$ cat config.mk
export PLATFORM = sky130hd
export DESIGN_NAME = terminal_key_sequence_decoder_flat
export DESIGN_NICKNAME = d
export VERILOG_FILES = /design/src/tksd_pkg.sv /design/src/tksd_if.sv /design/src/terminal_key_sequence_decoder.sv /design/src/flat_wrapper.sv
export SDC_FILE = /design/constraint.sdc
export NUM_CORES = 1
export LEC_CHECK = 0
export ABC_AREA = 1
export BUFFER_PORTS_ARGS = -buffer_cell sky130_fd_sc_hd__buf_2
export CAP_MARGIN = 20
export CORE_MARGIN = 4
export CORE_UTILIZATION = 57
export DETAILED_ROUTE_END_ITERATION = 7
export PLACE_DENSITY = 0.8
export SLEW_MARGIN = 5
export SYNTH_ARGS = -nofsm -noshare
export SYNTH_HDL_FRONTEND = slang
export SYNTH_SLANG_ARGS = --single-unit
$ cat constraint.sdc
create_clock -name clk -period 1.8 [get_ports clk]
set_input_delay 0.36 -clock clk [delete_from_list [all_inputs] [get_ports clk]]
set_output_delay 0.36 -clock clk [all_outputs]
set_load 0.05 [all_outputs]
$ cat src/tksd_pkg.sv
// tksd_pkg: key codes, byte values and payload types for the terminal key decoder
// no dependencies; used by the channel interfaces and the top level
`timescale 1ns / 1ps

package tksd_pkg;

	typedef logic [7:0] byte_t;
	typedef logic [4:0] key_code_t;

	// key codes on the result channel
	localparam key_code_t KEY_CHAR  = 5'd0;
	localparam key_code_t KEY_BS    = 5'd1;
	localparam key_code_t KEY_ENTER = 5'd2;
	localparam key_code_t KEY_UP    = 5'd3;
	localparam key_code_t KEY_DEL   = 5'd7;
	localparam key_code_t KEY_INS   = 5'd8;
	localparam key_code_t KEY_F1    = 5'd9;
	localparam key_code_t KEY_F5    = 5'd13;
	localparam key_code_t KEY_F6    = 5'd14;
	localparam key_code_t KEY_F7    = 5'd15;
	localparam key_code_t KEY_F8    = 5'd16;
	localparam key_code_t KEY_F9    = 5'd17;
	localparam key_code_t KEY_F10   = 5'd18;
	localparam key_code_t KEY_F11   = 5'd19;
	localparam key_code_t KEY_F12   = 5'd20;

	// received byte values
	localparam byte_t BYTE_BS    = 8'd8;
	localparam byte_t BYTE_LF    = 8'd10;
	localparam byte_t BYTE_ESC   = 8'd27;
	localparam byte_t BYTE_0     = 8'd48;
	localparam byte_t BYTE_1     = 8'd49;
	localparam byte_t BYTE_2     = 8'd50;
	localparam byte_t BYTE_3     = 8'd51;
	localparam byte_t BYTE_4     = 8'd52;
	localparam byte_t BYTE_5     = 8'd53;
	localparam byte_t BYTE_7     = 8'd55;
	localparam byte_t BYTE_8     = 8'd56;
	localparam byte_t BYTE_9     = 8'd57;
	localparam byte_t BYTE_A     = 8'd65;
	localparam byte_t BYTE_D     = 8'd68;
	localparam byte_t BYTE_O     = 8'd79;
	localparam byte_t BYTE_P     = 8'd80;
	localparam byte_t BYTE_S     = 8'd83;
	localparam byte_t BYTE_LBRKT = 8'd91;
	localparam byte_t BYTE_TILDE = 8'd126;

endpackage

$ cat src/tksd_if.sv
// tksd_byte_if and tksd_key_if: valid/ready channels of the terminal key decoder
// depends on tksd_pkg for the payload types
`timescale 1ns / 1ps

interface tksd_byte_if import tksd_pkg::*; ();
	logic  valid;
	logic  ready;
	byte_t rx_byte;

	modport source (output valid, output rx_byte, input ready);
	modport sink (input valid, input rx_byte, output ready);
endinterface

interface tksd_key_if import tksd_pkg::*; ();
	logic      valid;
	logic      ready;
	key_code_t key_code;
	byte_t     char_byte;

	modport source (output valid, output key_code, output char_byte, input ready);
	modport sink (input valid, input key_code, input char_byte, output ready);
endinterface

$ cat src/terminal_key_sequence_decoder.sv
// terminal_key_sequence_decoder: turns received terminal bytes into key codes
// depends on tksd_pkg and the channel interfaces in tksd_if.sv
//
//   channel  dir  payload               transfer
//   rx       in   rx_byte[7:0]          rx.valid & rx.ready
//   key      out  key_code[4:0],        key.valid & key.ready
//                 char_byte[7:0]
//
// one byte per cycle while the key channel is not stalled; a byte sits in the input
// register, where the parser state and decode act on it, and its key (if any) is
// then loaded into the result register
// the parser state register is the only loop, one transition per byte
// reset returns the parser to idle and empties both registers
// a stalled key holds the result register; the input register still takes one byte
`timescale 1ns / 1ps

module terminal_key_sequence_decoder import tksd_pkg::*; (
	input  logic        clk,
	input  logic        arst_n,
	tksd_byte_if.sink   rx,
	tksd_key_if.source  key
);

	typedef enum logic [2:0] {
		ST_IDLE,
		ST_ESC,
		ST_CSI,
		ST_SS3,
		ST_CSI1,
		ST_CSI2,
		ST_SWALLOW
	} state_t;

	state_t    state_q;
	state_t    state_nxt;
	logic      byte_valid_s1;
	byte_t     byte_s1;
	logic      advance;
	logic      emit;
	key_code_t kc;
	byte_t     ch;
	logic      key_valid_q;
	key_code_t key_code_q;
	byte_t     char_byte_q;

	// the held byte moves on whenever the result register is free or being drained
	assign advance  = !key_valid_q || key.ready;
	assign rx.ready = !byte_valid_s1 || advance;

	always_ff @(posedge clk or negedge arst_n) begin
		if (!arst_n) begin
			byte_valid_s1 <= 1'b0;
		end else if (rx.ready) begin
			byte_valid_s1 <= rx.valid;
		end
	end

	always_ff @(posedge clk) begin
		if (rx.ready && rx.valid) begin
			byte_s1 <= rx.rx_byte;
		end
	end

	always_comb begin
		state_nxt = state_q;
		emit      = 1'b0;
		kc        = KEY_CHAR;
		ch        = '0;
		if (state_q == ST_SWALLOW) begin
			state_nxt = ST_IDLE;
		end else if (byte_s1 == BYTE_ESC) begin
			state_nxt = ST_ESC;
		end else begin
			unique case (state_q)
				ST_ESC: begin
					if (byte_s1 == BYTE_LBRKT) begin
						state_nxt = ST_CSI;
					end else if (byte_s1 == BYTE_O) begin
						state_nxt = ST_SS3;
					end else begin
						state_nxt = ST_IDLE;
						emit      = 1'b1;
						case (byte_s1)
							BYTE_BS: kc = KEY_BS;
							BYTE_LF: kc = KEY_ENTER;
							default: ch = byte_s1;
						endcase
					end
				end
				ST_CSI: begin
					state_nxt = ST_IDLE;
					if (byte_s1 >= BYTE_A && byte_s1 <= BYTE_D) begin
						emit = 1'b1;
						kc   = KEY_UP + 5'(byte_s1 - BYTE_A);
					end else begin
						case (byte_s1)
							BYTE_1: state_nxt = ST_CSI1;
							BYTE_2: state_nxt = ST_CSI2;
							BYTE_3: begin
								state_nxt = ST_SWALLOW;
								emit      = 1'b1;
								kc        = KEY_DEL;
							end
							BYTE_TILDE: begin
								state_nxt = ST_SWALLOW;
								emit      = 1'b1;
								kc        = KEY_INS;
							end
							default: state_nxt = ST_IDLE;
						endcase
					end
				end
				ST_SS3: begin
					state_nxt = ST_IDLE;
					if (byte_s1 >= BYTE_P && byte_s1 <= BYTE_S) begin
						emit = 1'b1;
						kc   = KEY_F1 + 5'(byte_s1 - BYTE_P);
					end
				end
				ST_CSI1: begin
					state_nxt = ST_SWALLOW;
					emit      = 1'b1;
					case (byte_s1)
						BYTE_5: kc = KEY_F5;
						BYTE_7: kc = KEY_F6;
						BYTE_8: kc = KEY_F7;
						BYTE_9: kc = KEY_F8;
						default: begin
							state_nxt = ST_IDLE;
							emit      = 1'b0;
						end
					endcase
				end
				ST_CSI2: begin
					state_nxt = ST_SWALLOW;
					emit      = 1'b1;
					case (byte_s1)
						BYTE_0: kc = KEY_F9;
						BYTE_1: kc = KEY_F10;
						BYTE_3: kc = KEY_F11;
						BYTE_4: kc = KEY_F12;
						default: begin
							state_nxt = ST_IDLE;
							emit      = 1'b0;
						end
					endcase
				end
				default: begin
					// idle, and the unused code, decode a plain byte
					state_nxt = ST_IDLE;
					emit      = 1'b1;
					case (byte_s1)
						BYTE_BS: kc = KEY_BS;
						BYTE_LF: kc = KEY_ENTER;
						default: ch = byte_s1;
					endcase
				end
			endcase
		end
	end

	always_ff @(posedge clk or negedge arst_n) begin
		if (!arst_n) begin
			state_q     <= ST_IDLE;
			key_valid_q <= 1'b0;
			key_code_q  <= KEY_CHAR;
			char_byte_q <= '0;
		end else if (advance) begin
			key_valid_q <= byte_valid_s1 && emit;
			if (byte_valid_s1) begin
				state_q     <= state_nxt;
				key_code_q  <= kc;
				char_byte_q <= ch;
			end
		end
	end

	assign key.valid     = key_valid_q;
	assign key.key_code  = key_code_q;
	assign key.char_byte = char_byte_q;

	// a delete or insert key always leaves the parser dropping the next byte
	assert property (@(posedge clk) disable iff (!arst_n)
		(advance && byte_valid_s1 && emit && (kc == KEY_DEL || kc == KEY_INS))
		|=> (state_q == ST_SWALLOW))
	else $error("delete/insert did not enter the swallow state");

	// the input side only stalls when both registers are full
	assert property (@(posedge clk) disable iff (!arst_n)
		!rx.ready |-> (byte_valid_s1 && key_valid_q))
	else $error("input stalled with a free register");

	// char_byte carries data only for plain characters
	assert property (@(posedge clk) disable iff (!arst_n)
		key.valid |-> (key.key_code == KEY_CHAR || key.char_byte == 8'd0))
	else $error("char_byte nonzero on a non-character key");

	// no key code beyond F12 is ever produced
	assert property (@(posedge clk) disable iff (!arst_n)
		key.valid |-> (key.key_code <= KEY_F12))
	else $error("key code out of range");

endmodule
$ cat src/flat_wrapper.sv
// flat-port wrapper written by rule: the top's interface ports become plain ports
module terminal_key_sequence_decoder_flat import tksd_pkg::*;
  (clk, arst_n, rx_valid, rx_rx_byte, rx_ready, key_valid, key_key_code, key_char_byte, key_ready);
  tksd_byte_if rx_i ();
  tksd_key_if key_i ();
  input  logic clk;
  input  logic arst_n;
  input wire logic [$bits(rx_i.valid)-1:0] rx_valid;
  input wire logic [$bits(rx_i.rx_byte)-1:0] rx_rx_byte;
  output wire logic [$bits(rx_i.ready)-1:0] rx_ready;
  output wire logic [$bits(key_i.valid)-1:0] key_valid;
  output wire logic [$bits(key_i.key_code)-1:0] key_key_code;
  output wire logic [$bits(key_i.char_byte)-1:0] key_char_byte;
  input wire logic [$bits(key_i.ready)-1:0] key_ready;
  assign rx_i.valid = rx_valid;
  assign rx_i.rx_byte = rx_rx_byte;
  assign rx_ready = rx_i.ready;
  assign key_valid = key_i.valid;
  assign key_key_code = key_i.key_code;
  assign key_char_byte = key_i.char_byte;
  assign key_i.ready = key_ready;
  terminal_key_sequence_decoder u_core (.clk(clk), .arst_n(arst_n), .rx(rx_i), .key(key_i));
endmodule
**Yosys cells after proc, flatten, opt, wreduce, memory -nomap -nowiden**

Index checks and enable logic that the tools add are counted.

- Bits in registers: 26
- Output and inout port bits: 15
- Logic and storage cells: 85
- Input port bits: 12

- Reductions and logical operators: 14
- Add/sub/neg operators: 4
- Eq/ne operators: 21
- Multiplexer cells: 36
- Magnitude comparators: 4

Operators by type and width:

| operator | count |
|---|---|
| 8-bit by 6-bit == test with 1-bit output, second input constant | 9 |
| 8-bit 2-to-1 mux | 5 |
| 5-bit case mux with 4 select lines | 2 |
| 5-bit 2-to-1 mux | 6 |
| 5-bit case mux with 5 select lines | 1 |
| 8-bit by 7-bit == test with 1-bit output, second input constant | 3 |
| 3-bit 2-to-1 mux | 6 |
| 8-bit by 4-bit == test with 1-bit output, second input constant | 2 |
| 8-bit by 7-bit >= comparator with 1-bit output, second input constant | 2 |
| 8-bit by 7-bit less-or-equal comparator with 1-bit output, second input constant | 2 |
| 8-bit case mux with 2 select lines | 1 |
| 3-bit case mux with 4 select lines | 1 |
| 4-bit OR reduction | 3 |
| 3-bit == test, second input constant | 3 |
| 1-bit 2-to-1 mux | 9 |
| 3-bit case mux with 3 select lines | 1 |
| 8-bit by 5-bit == test with 1-bit output, second input constant | 1 |
| 4-bit case mux with 2 select lines | 1 |
| 3-bit by 2-bit == test with 1-bit output, second input constant | 2 |
| 2-bit by 5-bit adder with 5-bit output, first input constant | 1 |
| 4-bit by 5-bit adder with 5-bit output, first input constant | 1 |
| 1-bit case mux with 5 select lines | 1 |
| 5-bit by 1-bit subtractor with 5-bit output, second input constant | 1 |
| 5-bit subtractor, second input constant | 1 |
| other kinds (8) | 14 |

**Longest topological paths before layout**

- Word-level depth: 8
- Gate-level depth with buffers: 13

**Worst setup path after synthesis**

No wires, ideal clock.

- Path type: register -> register
- Start point: register u_core.key_valid_q, in the netlist u_core.key.valid
- End point: register u_core.byte_s1[0], enable pin
- Period minus slack after synthesis: 1.810 ns
- Arrival time: 1.535 ns
- Stages on the path, launching flop included: 4
- Path slack: -0.010 ns
- Cells stage by stage: dfrtp_1 nand3_1 nand2_1 inv_1

- Longest elaborated chain between the ends: 4

RTL lines:

| what | RTL line | RTL |
|---|---|---|
| start, declared | terminal_key_sequence_decoder.sv:42 | `logic key_valid_q;` |
| start signal, assigned | terminal_key_sequence_decoder.sv:169 | `key_valid_q <= byte_valid_s1 && emit;` |
| 1-bit zero test | terminal_key_sequence_decoder.sv:47 | `assign advance = !key_valid_q \|\| key.ready;` |
| 1-bit logical OR | terminal_key_sequence_decoder.sv:47 |  |
| 1-bit logical OR | terminal_key_sequence_decoder.sv:48 | `assign rx.ready = !byte_valid_s1 \|\| advance;` |
| named net rx_ready | flat_wrapper.sv:10 | `output wire logic [$bits(rx_i.ready)-1:0] rx_ready;` |
| 1-bit logical AND | terminal_key_sequence_decoder.sv:59 | `if (rx.ready && rx.valid) begin` |
| end signal, assigned | terminal_key_sequence_decoder.sv:60 | `byte_s1 <= rx.rx_byte;` |
| end, declared | terminal_key_sequence_decoder.sv:37 | `byte_t byte_s1;` |

The timed path passes the listed nets, and every way through them passes these cells.
A chain may end at the register's enable or synchronous reset.

**Worst setup path in the final report**

- Start point: register u_core.byte_s1[1]
- End point: register u_core.key_code_q[1], in the netlist u_core.key.key_code[1]

- Longest elaborated chain between the ends: 7
- Elaborated cells between the ends (all ways): 35
- Classes of those cells: 4 x add/sub; 4 x order compare; 14 x eq/ne; 11 x mux; 2 x reduce/logical

RTL lines:

| what | RTL line | RTL |
|---|---|---|
| branches (longest 5 deep; another with 5-bit subtractor) | - |  |
| 5-bit 2-to-1 mux * | terminal_key_sequence_decoder.sv:71 | `end else if (byte_s1 == BYTE_ESC) begin` |
| 5-bit 2-to-1 mux * | terminal_key_sequence_decoder.sv:69 | `if (state_q == ST_SWALLOW) begin` |
| end signal, assigned | terminal_key_sequence_decoder.sv:172 | `key_code_q <= kc;` |
| end, declared | terminal_key_sequence_decoder.sv:43 | `key_code_t key_code_q;` |

Mark *: on every way between the ends.

==> summary.txt <==
Die
  • Core outline area: 0.00305 mm2
  • Die Span X: 64.6 um
  • Number of top-level design ports: 27
  • Total Die Area: 0.00417 mm2
  • Initial standard-cell utilization of the core: 59.7%
  • Site Rows: 20
  • Vertical extent of the die: 64.6 um

Placement
  • RePlAce Congestion: 0.952
  • Count of buffers inserted at the top-level ports: 26
  • HPWL after detailed placement: 3680 um
  • Total cell area at the placement stage: 0.00204 mm2

Synthesis
  • Sequential element share of the synthesized area: 37.9%
  • Number of cells produced by synthesis: 248
  • Post-synth design cell area: 0.00182 mm2
  • Most area-consuming cells after synthesis: dfrtp_1 (25%), nand2_1 (15%), edfxtp_1 (13%), nand3_1 (8.5%), nor2_1 (4.9%)
  • Area share of the leading cell type in the synthesized netlist: 24.7%
  • Post-synth EDFFs: 8
  • Most used flip-flop cell after synthesis: dfrtp_1
  • Share of flip-flops with an asynchronous set or reset after synthesis: 69.2%
  • Most instantiated library cell after synthesis: nand2_1
  • Number of register bits inferred by synthesis: 26
  • Unique masters post-synth: 30
  • Post-synth top area cell: dfrtp_1
  • Top cell types by occurrence after synthesis: nand2_1 (73), nand3_1 (31), nor2_1 (24)
  • Average instance area after synthesis: 7.35 um2
  • Syn nets: 265
  • Number of warning messages in the yosys log: 0

GRT
  • Via count of the first global-routing pass: 1647
  • Initial antenna violation count: 0
  • Pin count of the biggest net entering global routing: 19
  • Overflow after GRT: 0
  • Wire length of the first global-routing pass: 7650 um
  • Global Route Usage Sum: 23.7%

Clocking
  • TritonCTS buffer count: 3
  • H-tree depth: 1
  • Cell at the root of the clock tree: clkbuf_4
  • Maximum buffer depth of the clock tree: 2
  • Clock insertion delay at the later pin of the skew report: 0.32 ns
  • Clock slew at reported path FFs: 0.13 ns
  • Total clock sinks: 26
  • CTS tree: built

Timing
  • Post-layout minimum cycle time: 1.69 ns
  • Max-slew violation count: 0
  • Timing-limited maximum frequency: 593 MHz
  • Normalized max-slew margin: 73.6%
  • Hold Vio Cnt, Final: 0
  • Maximum clock skew at final layout: 0.00417 ns
  • Slew @ Worst Pin: 0.396 ns
  • Total setup violations reported at the end of the flow: 0
  • Tcrit/Tclk final: 93.7%

Hold path
  • Destination of the worst hold path: u_core.byte_s1[7]$_DFFE_PP_
  • Startpoint of the lowest-slack hold path: rx_rx_byte[7]
  • Hold crit path type: in -> reg
  • Hold path depth: 1

Detailed routing
  • Initial DRC Count: 129
  • Number of routed nets with antenna violations: 0
  • WL per Instance: 13.6 um
  • DRT Pass-1 Iters: 5
  • Post-DR vias/cell: 5.39
  • Vias after detailed routing: 1801
  • Final Routed Wirelength: 4540 um
  • DRC errors left: 0

Worst setup path
  • Worst-path cell with the longest stage delay: edfxtp_1
  • Worst setup path class: reg -> reg
  • Type of element capturing the critical path: flop
  • Delay of the slowest cell on the worst path: 0.47 ns
  • Data arrival, critical path: 1.91 ns
  • Data required time at the worst endpoint: 2.02 ns
  • Largest fanout on the critical path: 4
  • Crit start category: flop
  • Crit path cell chain: buf_6, ha_2, inv_2, nor2_1, nand2_2, nand2_1, nand2_1, nand2_1, nor2_1, nand3_1, nand2_1, nand2_1
  • Worst reg-to-reg setup slack: 0.11 ns
  • End of the worst register-to-register path: u_core.key.key_code[1]$_DFFE_PN0P_
  • Most used cell, CP: nand2_1
  • Worst r2r src: u_core.byte_s1[1]$_DFFE_PP_
  • Register-to-Register Path Depth: 12

Final layout
  • Area of all sequential standard cells: 691 um2
  • Relative area change from synthesis to final layout: 21.1%
  • Net count of the finished layout: 308
  • Combined area of the multi-input logic cells: 0.00104 mm2
  • Number of fill cells in the layout: 276
  • Final core utilization: 72.3%
  • Layout cell share with drive strength beyond 1: 31.4%
  • ANT cells: 0
  • Finished layout cell area: 0.00221 mm2

Pwr
  • Total leakage power: 1.13 nW
  • Ratio of total power to cell area: 798 mW/mm2
  • Worst IR Drop VDD: 0.768 mV

Flow run
  • Max-cap violations: 0

Status
  • Status: finished clean
## layer usage
layer / vias to the layer above / wire length, um / GRT usage (%)
li1: 882 / - / -
met1: 841 / 1910 / 31.4
met2: 66 / 2210 / 40.1
met3: 12 / 322 / 4.16
met4: 0 / 99 / 6.07
met5: - / 0 / 0
## cells by family after synthesis
group | count (synthesis) | synth area share, %
buffers and inverters | 33 | 8.03
AO/OA/AOI/OAI | 23 | 8.17
flip-flops | 26 | 37.9
adder cells (fa/ha/maj) | 5 | 3.43
AND/OR/NAND/NOR | 158 | 41.0
XOR/XNOR | 3 | 1.44
## flip-flops by register name (all words and copies together), names as in the netlist
name,cells
u_core.byte_s1,8
u_core.key.char_byte,8
u_core.key.key_code,5
u_core.state_q,3
u_core.byte_valid_s1,1
u_core.key.valid,1
## cell type report
type | instances | area share, %
clock buffer | 3 | 1.02
clock inverter | 1 | 1.36
inverter | 30 | 5.44
multi-input combinational | 189 | 47.1
sequential | 26 | 31.3
tap | 44 | 2.49
timing repair buffer | 41 | 11.3
## per-stage QoR
stage                     std cells  setup TNS [ns]  power (mW)  hold WS (ns)  setup slack (ns)
final                           334               0        1.76         0.204             0.114
after global routing            334         -0.0271        1.87         0.179           -0.0188
after CTS                       329               0        1.75         0.196           0.00523
after detailed placement        322          -0.293        1.35         0.307            -0.110
after global placement          322          -0.227        1.34         0.299           -0.0974
after floorplan                 248               0        1.19        0.0644             0.195
## timing repair
item | CTS | global route
endpoints found under the hold margin | 18 | 0
pin swaps | 0 | 2
endpoints found under the setup margin | 6 | 10
resized for setup | 2 | 14
setup buffers | 2 | 5
hold buffers | 1 | 0
## layout by cell type, fill, tap and decap left out, types with 5 or more instances in the layout
cell type and count:
o21ai_2 8, buf_4 13, nor2_2 5, inv_2 9, edfxtp_1 8, buf_2 26, dfrtp_1 18, inv_1 20
nand3_1 29, nor2_1 22, o21ai_0 7, nand2_2 8, nand2_1 73
## worst max-delay path by stage
stage	from	slack, ns	depth (start not counted)	endpoint
after floorplan	u_core.key.valid$_DFFE_PN0P_	0.19	3	u_core.byte_s1[0]$_DFFE_PP_
after global placement	u_core.byte_s1[1]$_DFFE_PP_	-0.1	12	u_core.key.key_code[2]$_DFFE_PN0P_
final	u_core.byte_s1[1]$_DFFE_PP_	0.11	12	u_core.key.key_code[1]$_DFFE_PN0P_
after detailed placement	u_core.byte_s1[1]$_DFFE_PP_	-0.11	12	u_core.key.key_code[2]$_DFFE_PN0P_
after global routing	u_core.byte_s1[3]$_DFFE_PP_	-0.02	12	u_core.key.key_code[2]$_DFFE_PN0P_
after CTS	u_core.byte_s1[0]$_DFFE_PP_	0.005	12	u_core.key.key_code[2]$_DFFE_PN0P_
## critical path: cells and delay by family (launching register included)
| kind | cells | cell delay [ns] |
|---|---|---|
| adder cells (fa/ha/maj) | 1 | 0.20 |
| flip-flops | 1 | 0.47 |
| buffers and inverters | 2 | 0.25 |
| AND/OR/NAND/NOR | 9 | 0.68 |
## power by group
| part | internal (mW) | leakage [nW] | switching, mW | total [mW] |
|---|---|---|---|---|
| logic | 0.170 | 0.795 | 0.461 | 0.631 |
| clock network | 0.225 | 0.0279 | 0.164 | 0.389 |
| registers | 0.688 | 0.311 | 0.0530 | 0.741 |
| total | 1.08 | 1.13 | 0.678 | 1.76 |
No activity file was read; power rests on OpenSTA's default activity.
